==> config.mk <==
export PLATFORM = sky130hd
export DESIGN_NAME = counting_semaphore_waiter_list_core
export DESIGN_NICKNAME = d
export VERILOG_FILES = /design/src/rtl/csw_pkg.sv /design/src/rtl/csw_ram.sv /design/src/rtl/csw_apb.sv /design/src/rtl/counting_semaphore_waiter_list_core.sv
export SDC_FILE = /design/constraint.sdc
export NUM_CORES = 1
export LEC_CHECK = 0
export BUFFER_PORTS_ARGS = -buffer_cell sky130_fd_sc_hd__buf_2
export CAP_MARGIN = 40
export CORE_MARGIN = 4
export CORE_UTILIZATION = 45
export DETAILED_ROUTE_END_ITERATION = 10
export GPL_ROUTABILITY_DRIVEN = 0
export PLACE_DENSITY_LB_ADDON = 0.08
export SYNTH_ARGS = -nofsm -noshare
export SYNTH_HDL_FRONTEND = slang
export SYNTH_SLANG_ARGS = --single-unit
==> constraint.sdc <==
create_clock -name clk -period 6.3 [get_ports clk]
set_clock_uncertainty 0.2 [all_clocks]
set_input_delay 0 -clock clk [delete_from_list [all_inputs] [get_ports clk]]
set_output_delay 0 -clock clk [all_outputs]
set_load 0.02 [all_outputs]
==> src/rtl/csw_pkg.sv <==
package csw_pkg;

	// waiter list geometry
	localparam int WAITER_SLOTS = 16;
	localparam int IDX_W   = (WAITER_SLOTS > 1) ? $clog2(WAITER_SLOTS) : 1;
	localparam int TOTAL_W = $clog2(WAITER_SLOTS + 1);

	// payload widths
	localparam int ID_W      = 8;
	localparam int COUNT_W   = 8;
	localparam int OUTCOME_W = 3;

	// configuration port
	localparam int PADDR_W = 3;
	localparam int PDATA_W = 32;
	localparam logic [COUNT_W-1:0] INIT_COUNT_RST = COUNT_W'(1);
	localparam logic [COUNT_W-1:0] COUNT_MAX      = {COUNT_W{1'b1}};

	// register index, taken from paddr[2]
	localparam logic REG_INITIAL_COUNT = 1'b0;

	// request commands
	localparam logic CMD_WAIT = 1'b0;
	localparam logic CMD_POST = 1'b1;

	typedef enum logic [OUTCOME_W-1:0] {
		OC_GRANTED  = 3'd0,
		OC_QUEUED   = 3'd1,
		OC_REJECTED = 3'd2,
		OC_WOKEN    = 3'd3,
		OC_POSTED   = 3'd4
	} outcome_t;

	// count reload from the register block
	typedef struct packed {
		logic               load;
		logic [COUNT_W-1:0] value;
	} cfg_load_t;

endpackage

==> src/rtl/csw_ram.sv <==
module csw_ram #(
	parameter int DEPTH = 16,
	parameter int WIDTH = 8,
	parameter int AW    = 4
) (
	input  logic             clk,
	input  logic             we,
	input  logic [AW-1:0]    waddr,
	input  logic [WIDTH-1:0] wdata,
	input  logic             re,
	input  logic [AW-1:0]    raddr,
	output logic [WIDTH-1:0] rdata
);

	logic [WIDTH-1:0] mem_q [DEPTH];

	always_ff @(posedge clk) begin
		if (we) begin
			mem_q[waddr] <= wdata;
		end
		if (re) begin
			rdata <= mem_q[raddr];
		end
	end

endmodule

==> src/rtl/csw_apb.sv <==
module csw_apb import csw_pkg::*; (
	input  logic               clk,
	input  logic               arst_n,
	input  logic               psel,
	input  logic               penable,
	input  logic               pwrite,
	input  logic [PADDR_W-1:0] paddr,
	input  logic [PDATA_W-1:0] pwdata,
	output logic [PDATA_W-1:0] prdata,
	output logic               pready,
	output cfg_load_t          cfg_load
);

	logic [COUNT_W-1:0] initial_count_q;
	logic               wr_hit;

	assign pready = 1'b1;
	assign wr_hit = psel && penable && pwrite && (paddr[2] == REG_INITIAL_COUNT);

	always_ff @(posedge clk or negedge arst_n) begin
		if (!arst_n) begin
			initial_count_q <= INIT_COUNT_RST;
		end else if (wr_hit) begin
			initial_count_q <= pwdata[COUNT_W-1:0];
		end
	end

	always_comb begin
		unique case (paddr[2])
			REG_INITIAL_COUNT: prdata = {{(PDATA_W-COUNT_W){1'b0}}, initial_count_q};
			default:           prdata = '0;
		endcase
	end

	// count reloads in the same edge as the register write
	assign cfg_load.load  = wr_hit;
	assign cfg_load.value = pwdata[COUNT_W-1:0];

endmodule

==> src/rtl/counting_semaphore_waiter_list_core.sv <==
// Counting semaphore with an ordered waiter list. A wait request takes one
// resource when the count is nonzero (granted); otherwise the requester id is
// appended to the list (queued), or refused when all WAITER_SLOTS entries are
// in use (rejected). A post request returns one resource (saturating at 255)
// and wakes every listed waiter: one woken result per waiter in list order,
// last set on the final one, after which the list is empty; with no waiters it
// gives a single posted result. Woken agents must send a new wait request.
// Writing initial_count (byte address 0) reloads the count at once and leaves
// the list alone. Timing: a wait request, or a post with an empty list, is
// answered straight into the result register, and the block takes the next
// request as soon as the result register is free. A post with waiters keeps
// the request side closed until the final woken result has left the read stage,
// because the waiter ids sit in a single-port-read RAM that is walked one entry
// per cycle while the result side takes them, with a registered read in front.
// Results leave through a registered valid/ready stage. No clearing pass is
// needed after reset: only entries below the fill count are ever read.
module counting_semaphore_waiter_list_core import csw_pkg::*; (
	input  logic                 clk,
	input  logic                 arst_n,
	// request channel
	input  logic                 req_valid,
	output logic                 req_ready,
	input  logic                 command,
	input  logic [ID_W-1:0]      requester_id,
	// result channel
	output logic                 rsp_valid,
	input  logic                 rsp_ready,
	output logic [OUTCOME_W-1:0] outcome,
	output logic [ID_W-1:0]      waiter_id,
	output logic                 last,
	// configuration port
	input  logic                 psel,
	input  logic                 penable,
	input  logic                 pwrite,
	input  logic [PADDR_W-1:0]   paddr,
	input  logic [PDATA_W-1:0]   pwdata,
	output logic [PDATA_W-1:0]   prdata,
	output logic                 pready
);

	localparam logic [TOTAL_W-1:0] SLOTS_T = TOTAL_W'(WAITER_SLOTS);

	typedef enum logic [1:0] {
		ST_IDLE = 2'b01,
		ST_WALK = 2'b10
	} state_t;

	state_t              state_q;
	cfg_load_t           cfg_load;
	logic [COUNT_W-1:0]  count_q;
	logic [TOTAL_W-1:0]  total_q;
	logic [TOTAL_W-1:0]  rd_cnt_q;

	// read stage in front of the result register
	logic                s1_valid_s1;
	logic                s1_last_s1;

	// result register
	logic                rsp_valid_q;
	outcome_t            outcome_q;
	logic [ID_W-1:0]     waiter_id_q;
	logic                last_q;

	logic                out_free;
	logic                accept;
	logic                ram_we;
	logic                ram_re;
	logic [ID_W-1:0]     ram_rdata;
	logic                s1_move;
	logic                issue;
	logic                rsp_load;

	csw_apb u_apb (
		.clk      (clk),
		.arst_n   (arst_n),
		.psel     (psel),
		.penable  (penable),
		.pwrite   (pwrite),
		.paddr    (paddr),
		.pwdata   (pwdata),
		.prdata   (prdata),
		.pready   (pready),
		.cfg_load (cfg_load)
	);

	// waiter ids, appended at the fill count, walked from entry zero on a post
	csw_ram #(
		.DEPTH (WAITER_SLOTS),
		.WIDTH (ID_W),
		.AW    (IDX_W)
	) u_ram (
		.clk   (clk),
		.we    (ram_we),
		.waddr (total_q[IDX_W-1:0]),
		.wdata (requester_id),
		.re    (ram_re),
		.raddr (rd_cnt_q[IDX_W-1:0]),
		.rdata (ram_rdata)
	);

	// result register is free when empty or draining this cycle
	assign out_free  = !rsp_valid_q || rsp_ready;
	assign req_ready = (state_q == ST_IDLE) && out_free;
	assign accept    = req_valid && req_ready;

	// append only on a wait that finds no resource and room in the list
	assign ram_we = accept && (command == CMD_WAIT) && (count_q == '0) && (total_q < SLOTS_T);

	// walk: hand a read result on when the output frees, issue the next read
	// when the read stage is empty or emptying
	assign s1_move = (state_q == ST_WALK) && s1_valid_s1 && out_free;
	assign issue   = (state_q == ST_WALK) && (rd_cnt_q < total_q) && (!s1_valid_s1 || out_free);
	assign ram_re  = issue;

	// a result enters the output register: any accepted request except a post
	// with waiters, whose woken results come from the walk instead
	assign rsp_load = (accept && !((command == CMD_POST) && (total_q != '0))) || s1_move;

	always_ff @(posedge clk or negedge arst_n) begin
		if (!arst_n) begin
			rsp_valid_q <= 1'b0;
		end else if (rsp_load) begin
			rsp_valid_q <= 1'b1;
		end else if (rsp_ready) begin
			rsp_valid_q <= 1'b0;
		end
	end

	// resource count: reload from the register, take on a grant, give back on a post
	always_ff @(posedge clk or negedge arst_n) begin
		if (!arst_n) begin
			count_q <= INIT_COUNT_RST;
		end else if (cfg_load.load) begin
			count_q <= cfg_load.value;
		end else if (accept && (command == CMD_WAIT) && (count_q != '0)) begin
			count_q <= count_q - COUNT_W'(1);
		end else if (accept && (command == CMD_POST) && (count_q != COUNT_MAX)) begin
			count_q <= count_q + COUNT_W'(1);
		end
	end

	always_ff @(posedge clk or negedge arst_n) begin
		if (!arst_n) begin
			state_q     <= ST_IDLE;
			total_q     <= '0;
			rd_cnt_q    <= '0;
			s1_valid_s1 <= 1'b0;
		end else begin
			unique case (state_q)
				ST_IDLE: begin
					if (accept) begin
						if (command == CMD_WAIT) begin
							if ((count_q == '0) && (total_q < SLOTS_T)) begin
								total_q <= total_q + TOTAL_W'(1);
							end
						end else begin
							if (total_q != '0) begin
								rd_cnt_q <= '0;
								state_q  <= ST_WALK;
							end
						end
					end
				end
				ST_WALK: begin
					if (issue) begin
						s1_valid_s1 <= 1'b1;
						s1_last_s1  <= (rd_cnt_q + TOTAL_W'(1)) == total_q;
						rd_cnt_q    <= rd_cnt_q + TOTAL_W'(1);
					end else if (s1_move) begin
						s1_valid_s1 <= 1'b0;
					end
					if (s1_move && s1_last_s1) begin
						total_q <= '0;
						state_q <= ST_IDLE;
					end
				end
				default: begin
					state_q <= ST_IDLE;
				end
			endcase
		end
	end

	// result payload, loaded from the request or from the read stage
	always_ff @(posedge clk) begin
		if (accept) begin
			waiter_id_q <= requester_id;
			last_q      <= 1'b1;
			if (command == CMD_WAIT) begin
				if (count_q != '0) begin
					outcome_q <= OC_GRANTED;
				end else if (total_q < SLOTS_T) begin
					outcome_q <= OC_QUEUED;
				end else begin
					outcome_q <= OC_REJECTED;
				end
			end else begin
				outcome_q <= OC_POSTED;
			end
		end else if (s1_move) begin
			outcome_q   <= OC_WOKEN;
			waiter_id_q <= ram_rdata;
			last_q      <= s1_last_s1;
		end
	end

	assign rsp_valid = rsp_valid_q;
	assign outcome   = outcome_q;
	assign waiter_id = waiter_id_q;
	assign last      = last_q;

	// list never holds more than its slots
	a_total_bound: assert property (@(posedge clk) disable iff (!arst_n)
		total_q <= SLOTS_T)
		else $error("waiter total beyond list size");

	// appends happen only outside a walk
	a_write_idle: assert property (@(posedge clk) disable iff (!arst_n)
		ram_we |-> (state_q == ST_IDLE) && !s1_valid_s1)
		else $error("list append during walk");

	// the walk never reads past the fill count
	a_walk_bound: assert property (@(posedge clk) disable iff (!arst_n)
		(state_q == ST_WALK) |-> (rd_cnt_q <= total_q) && (total_q != '0))
		else $error("walk index out of range");

	// handing on the final woken waiter empties the list and ends the walk
	a_walk_end: assert property (@(posedge clk) disable iff (!arst_n)
		(s1_move && s1_last_s1) |=> (total_q == '0) && (state_q == ST_IDLE) && last_q)
		else $error("walk did not close on last waiter");

	// read stage is empty whenever requests are taken
	a_idle_empty: assert property (@(posedge clk) disable iff (!arst_n)
		(state_q == ST_IDLE) |-> !s1_valid_s1)
		else $error("read stage busy while idle");

endmodule
## After elaboration in Yosys (flattened, before gate mapping)

Memories as Yosys holds them, arrays and structs flattened. A register that Yosys moved wholly into a read port is not among the register bits.
Cells that the tools add are included.

- Bitwise logic cells: 2
- Equal/unequal tests: 11
- $add $sub $neg: 4
- $lt $le $gt $ge: 2
- Multiplexer cells: 32
- Reduce and logical (&&, ||, !) cells: 38

Operator list:

| cell | count |
|---|---|
| $mux W8 | 6 |
| $mux W5 | 8 |
| $pmux W5 S2 | 2 |
| $logic_and A1 B1 Y1 | 19 |
| $mux W2 | 6 |
| $add A5 B1 Y5 const B | 2 |
| $reduce_and A5 Y1 | 2 |
| $mux W3 | 3 |
| $add A8 B1 Y8 const B | 1 |
| $logic_not A8 Y1 | 1 |
| $ne A2 B2 Y1 const B | 4 |
| $ne A8 B8 Y1 const B | 1 |
| $reduce_bool A2 Y1 | 4 |
| $reduce_bool A8 Y1 | 1 |
| $sub A8 B1 Y8 const B | 1 |
| $mux W1 | 6 |
| $ne A2 B1 Y1 const B | 3 |
| $eq A5 B5 Y1 | 1 |
| $lt A5 B5 Y1 | 1 |
| $lt A5 B5 Y1 const B | 1 |
| $reduce_bool A5 Y1 | 1 |
| $pmux W2 S2 | 1 |
| $reduce_and A4 Y1 | 1 |
| $logic_not A1 Y1 | 3 |
| other kinds (7) | 10 |

- Memory bits (writable): 128
- Register bits after elaboration: 43
- Word-level logic and storage cells: 101
- Output and inout port bits: 47
- Memories: 1

Memories:

| memory | words | bits a word | rd ports | clocked after memory_dff | wr ports | line | source |
|---|---|---|---|---|---|---|---|
| u_ram.mem_q | 16 | 8 | 1 | 1 | 1 | csw_ram.sv:15 | `logic [WIDTH-1:0] mem_q [DEPTH];` |

## Logic depth before layout (Yosys ltp)

- Depth in word-level cells: 9
- Mapped depth: 11
- Gate-level depth less buffers: 10

## Cells and area by module

Synthesis repeated with hierarchy kept, for this count alone.

- Cells, all modules: 534
- Area, all modules: 8082.8 um^2

By module, submodules not included:

| module | sequential area each (um^2) | cells each | area each (um^2) | times used |
|---|---|---|---|---|
| csw_ram | 4083.9 | 229 | 5227.5 | 1 |
| counting_semaphore_waiter_list_core | 933.4 | 243 | 2203.4 | 1 |
| csw_apb | 201.4 | 62 | 651.9 | 1 |

## Worst setup path after synthesis

OpenSTA, ideal clock, no wires.

- Path kind: reg-to-reg
- From: reg rsp_valid_q (netlist: rsp_valid)
- To: reg count_q[6]
- Cell stages (with the launch flop): 12
- Path buffers: 1
- Slack: 3.520 ns
- Clock period less this slack: 2.780 ns
- Arrival time: 2.511 ns
- Cell sequence: dfrtp_1 -> nor2b_1 -> buf_2 -> or3_1 -> nand2_1 -> o21ai_0 -> ha_1 -> nor2_1 -> and3_1 -> nand4_1 -> a2111o_1 -> nand3_1

- Longest elaborated chain between the ends: 8
- Elaborated cells between the ends (all ways): 11
- Those cells by class: mux: 2; reduce/logical: 9

RTL lines:

| item | line | source |
|---|---|---|
| from (decl) | counting_semaphore_waiter_list_core.sv:59 | `logic rsp_valid_q;` |
| from (signal assigned) | counting_semaphore_waiter_list_core.sv:121 | `rsp_valid_q <= 1'b0;` |
| from (signal assigned) | counting_semaphore_waiter_list_core.sv:123 | `rsp_valid_q <= 1'b1;` |
| from (signal assigned) | counting_semaphore_waiter_list_core.sv:125 | `rsp_valid_q <= 1'b0;` |
| $logic_not A1 Y1 (*) | counting_semaphore_waiter_list_core.sv:102 | `assign out_free = !rsp_valid_q \|\| rsp_ready;` |
| $logic_or A1 B1 Y1 (*) | counting_semaphore_waiter_list_core.sv:102 |  |
| $logic_and A1 B1 Y1 (*) | counting_semaphore_waiter_list_core.sv:103 | `assign req_ready = (state_q == ST_IDLE) && out_free;` |
| $logic_and A1 B1 Y1 (*) | counting_semaphore_waiter_list_core.sv:104 | `assign accept = req_valid && req_ready;` |
| $logic_and A1 B1 Y1 (2 in series) | counting_semaphore_waiter_list_core.sv:135 | `end else if (accept && (command == CMD_WAIT) && (count_q != '0)) begin` |
| $mux W8 | counting_semaphore_waiter_list_core.sv:135 |  |
| $mux W8 | counting_semaphore_waiter_list_core.sv:133 | `end else if (cfg_load.load) begin` |
| to (signal assigned) | counting_semaphore_waiter_list_core.sv:134 | `count_q <= cfg_load.value;` |
| to (signal assigned) | counting_semaphore_waiter_list_core.sv:136 | `count_q <= count_q - COUNT_W'(1);` |
| to (signal assigned) | counting_semaphore_waiter_list_core.sv:138 | `count_q <= count_q + COUNT_W'(1);` |
| to (decl) | counting_semaphore_waiter_list_core.sv:50 | `logic [COUNT_W-1:0] count_q;` |

Mark *: on every way between the ends. The rest lies on a longest branch, timed or not.
A chain may end at the register's enable or synchronous reset.

## Worst setup path after layout

- From: reg count_q[2]
- To: mem u_ram.mem_q[8][7], enable pin

- Longest elaborated chain between the ends: 5

RTL lines:

| item | line | source |
|---|---|---|
| $logic_not A8 Y1 | counting_semaphore_waiter_list_core.sv:107 | `assign ram_we = accept && (command == CMD_WAIT) && (count_q == '0) && (total_q < SLOTS_T);` |
| $logic_and A1 B1 Y1 (2 in series) | counting_semaphore_waiter_list_core.sv:107 |  |
| $mux W1 | csw_ram.sv:18 | `if (we) begin` |
| $mux W1 (implied by the code) | csw_ram.sv:19 | `mem_q[waddr] <= wdata;` |
| to (decl) | csw_ram.sv:15 |  |

Every way passes these cells.

==> results.py <==
metrics = {
    "yosys": {
        "synth-main-ff-cell": "edfxtp_1",
        "ys_ff_latch": 179,
        "synth_top_cell_by_area": "edfxtp_1",
        "synth.distinct_cells": 60,
        "synth_edf_count": 148,
        "yosysTopAreaCellShare_pct": 56.1,
        "synth_area_um2": 7930,
        "avgSynthCellArea_um2": 15.7,
        "synth-async-reset-ratio_pct": 16.8,
        "synthCells": 504,
        "synthTopCellsByArea": "edfxtp_1 (56%), mux4_2 (11%), dfrtp_1 (8.5%), buf_4 (2.5%), ha_1 (1.7%)",
        "synth-warning-count": 0,
        "seq_area_frac_synth_pct": 65.8,
    },
    "drt": {
        "wl_per_cell_um": 20.2,
        "vias_per_cell": 5.40,
        "first_pass_iters": 4,
        "route.vias.total": 4420,
        "routed_wl_um": 16600,
        "drtIter0Drc": 288,
        "drc_errors": 0,
        "ant_nets": 0,
    },
    "timing": {
        "hold_viol": 0,
        "max_slew_margin_pct": 45.4,
        "whs_ns": 0.0716,
        "grt_setup_unrepaired": "false",
        "maxSlewViolCount": 0,
        "fmax_mhz": 311,
        "tns_ns": 0,
        "worstMarginPinSlew_ns": 0.814,
        "finalCritPeriodShare_pct": 51.0,
        "layout_setup_ws_ns": 3.09,
        "period_needed_ns": 3.21,
        "finalSetupViolations": 0,
    },
    "clock_tree": {
        "cts_tree": "built",
        "clk_pin_slew_ns": 0.07,
        "clkSinkCount": 179,
        "cts_buffer_depth": 2,
        "htree_levels": 4,
        "clock_latency_ns": 0.43,
        "cts_buffers": 17,
        "root_buffer": "clkbuf_16",
    },
    "outcome": {
        "run_status": "complete, no violations",
    },
    "layout": {
        "n_antenna_cell": 0,
        "fin_area_um2": 9140,
        "final_common_cell": "edfxtp_1",
        "finalNetCount": 643,
        "area_growth_pct": 15.3,
        "drive_gt1_share_pct": 26.0,
        "most-common-layout-cells": "edfxtp_1 (148), buf_2 (46), mux4_2 (40), nand2_1 (34), dfrtp_1 (26)",
        "final_core_util_pct": 52.8,
    },
    "setup_path": {
        "startpoint_type": "register",
        "crit_arrival_ns": 3.16,
        "path_class": "register to register",
        "cp_max_fo": 10,
        "required_ns": 6.24,
        "r2r_slack_ns": 3.09,
        "crit_path_end_kind": "register",
        "reg2reg_depth": 6,
    },
    "pwr": {
        "netSwitchingFraction_pct": 26.1,
        "clkPwrFrac_pct": 37.2,
        "pwr-share-seq_pct": 49.6,
        "vdd_drop_max_mv": 0.211,
        "p_per_area_nw_per_um2": 309,
        "cellLeakagePower_nw": 3.25,
        "switchingPower_mw": 0.737,
        "pwr-share-comb_pct": 13.2,
        "p_int_mw": 2.09,
    },
    "die": {
        "die-width_um": 141,
        "io_pins": 98,
        "design.core.area_um2": 17300,
        "dieArea_um2": 19800,
        "rows": 48,
        "die_y_um": 141,
        "start_util_pct": 45.8,
    },
    "run": {
        "drv_cap": 0,
    },
    "min_path": {
        "whs_path_depth": 4,
        "hp-class": "primary input to register",
    },
    "placement": {
        "post-dp-hpwl_um": 11200,
        "post-place-ws_ns": 3.07,
        "port_buffers": 46,
        "dpl_cell_area_um2": 8330,
    },
    "grt": {
        "grt_pass1_vias": 4474,
        "grt_overflow": 0,
        "grt_pass1_wl_um": 26300,
        "grt_usage_pct": 17.7,
        "antenna_found_initial": 0,
        "grt_max_degree": 37,
    },
}
[worst max-delay path, cell delays in order, from the launching register on]
cell     delay, ns
dfrtp_1       0.48
or4_4         0.59
nor4_4        0.33
and2_1        0.47
nand2_2       0.16
nor2_1        0.44
buf_4         0.25
[stage by stage]
step | instances | total power [mW]
after CTS | 817 | 2.85
after detailed placement | 764 | 1.79
after global placement | 753 | 1.79
after floorplan | 527 | 1.71
after global routing | 818 | 2.96
final | 818 | 2.83
[layer usage]
metal	GRT usage, %	up-vias	part of all wire (%)
met1	23.4	2253	42
met3	4.38	14	4.5
met4	4.44	0	1.2
met5	0	-	0
li1	-	2041	-
met2	29.8	112	52
[cell families after synthesis]
family,count (synthesis),synth area share (%)
mux,52,13.0
simple gates,146,10.1
fa+ha+maj,11,1.74
other cells,2,0.0947
buf+inv,64,4.59
compound gates,43,3.82
xor+xnor,7,0.773
flops,179,65.8
[flip-flops by register name, indices dropped and copies added (netlist names)]
signal                 cells
u_apb.initial_count_q      8
count_q                    8
outcome                    3
u_ram.mem_q              128
waiter_id                  8
s1_last_s1                 1
s1_valid_s1                1
state_q                    2
u_ram.rdata                8
last                       1
total_q                    5
rd_cnt_q                   5
rsp_valid                  1
[power by group through the flow]
stage | clock network [mW] | registers, mW | logic [mW]
final | 1.05 | 1.40 | 0.373
after global routing | 1.13 | 1.41 | 0.416
after CTS | 1.07 | 1.40 | 0.378
after detailed placement | 0 | 1.43 | 0.366
after global placement | 0 | 1.42 | 0.360
after floorplan | 0 | 1.40 | 0.306
[timing repair]
item                      4_1_cts  5_1_grt
setup buffers                   0        0
hold endpoints to repair      191        0
hold buffers                   22        0
gates resized for setup         0        0
[synthesized netlist by cell type, types with 4 or more instances]
cell / n
edfxtp_1: 148
mux4_2: 40
nand2_1: 34
dfrtp_1: 27
buf_4: 26
nor2_1: 25
nand3_1: 17
inv_1: 16
o21ai_0: 12
clkbuf_1: 11
ha_1: 11
nand4_1: 10
nor2b_1: 10
buf_2: 9
nand2b_1: 8
mux2_2: 7
nor3_1: 7
and2_1: 6
a2111o_1: 4
a21o_1: 4
a21oi_1: 4
mux2i_1: 4
xnor2_1: 4
[worst paths after layout]
path	from	end
setup / recovery	count_q[2]$_DFFE_PN0P_	u_ram.mem_q[8][7]$_DFFE_PP_
hold / removal	penable	u_apb.initial_count_q[5]$_DFFE_PN0P_
setup reg to reg	count_q[2]$_DFFE_PN0P_	u_ram.mem_q[8][7]$_DFFE_PP_
hold reg to reg	u_apb.initial_count_q[0]$_DFFE_PN1P_	u_apb.initial_count_q[0]$_DFFE_PN1P_
max in group asynchronous	arst_n	u_apb.initial_count_q[1]$_DFFE_PN0P_
min in group asynchronous	arst_n	total_q[4]$_DFFE_PN0P_
[area by class of cell]
class	instances	area, µm²
clock inverter	13	149
tap	225	282
sequential	179	5220
timing repair buffer	83	571
clock buffer	18	429
multi-input combinational	284	2430
fill	1420	8160
inverter	16	60.1
(Power assumes the default switching activity.)
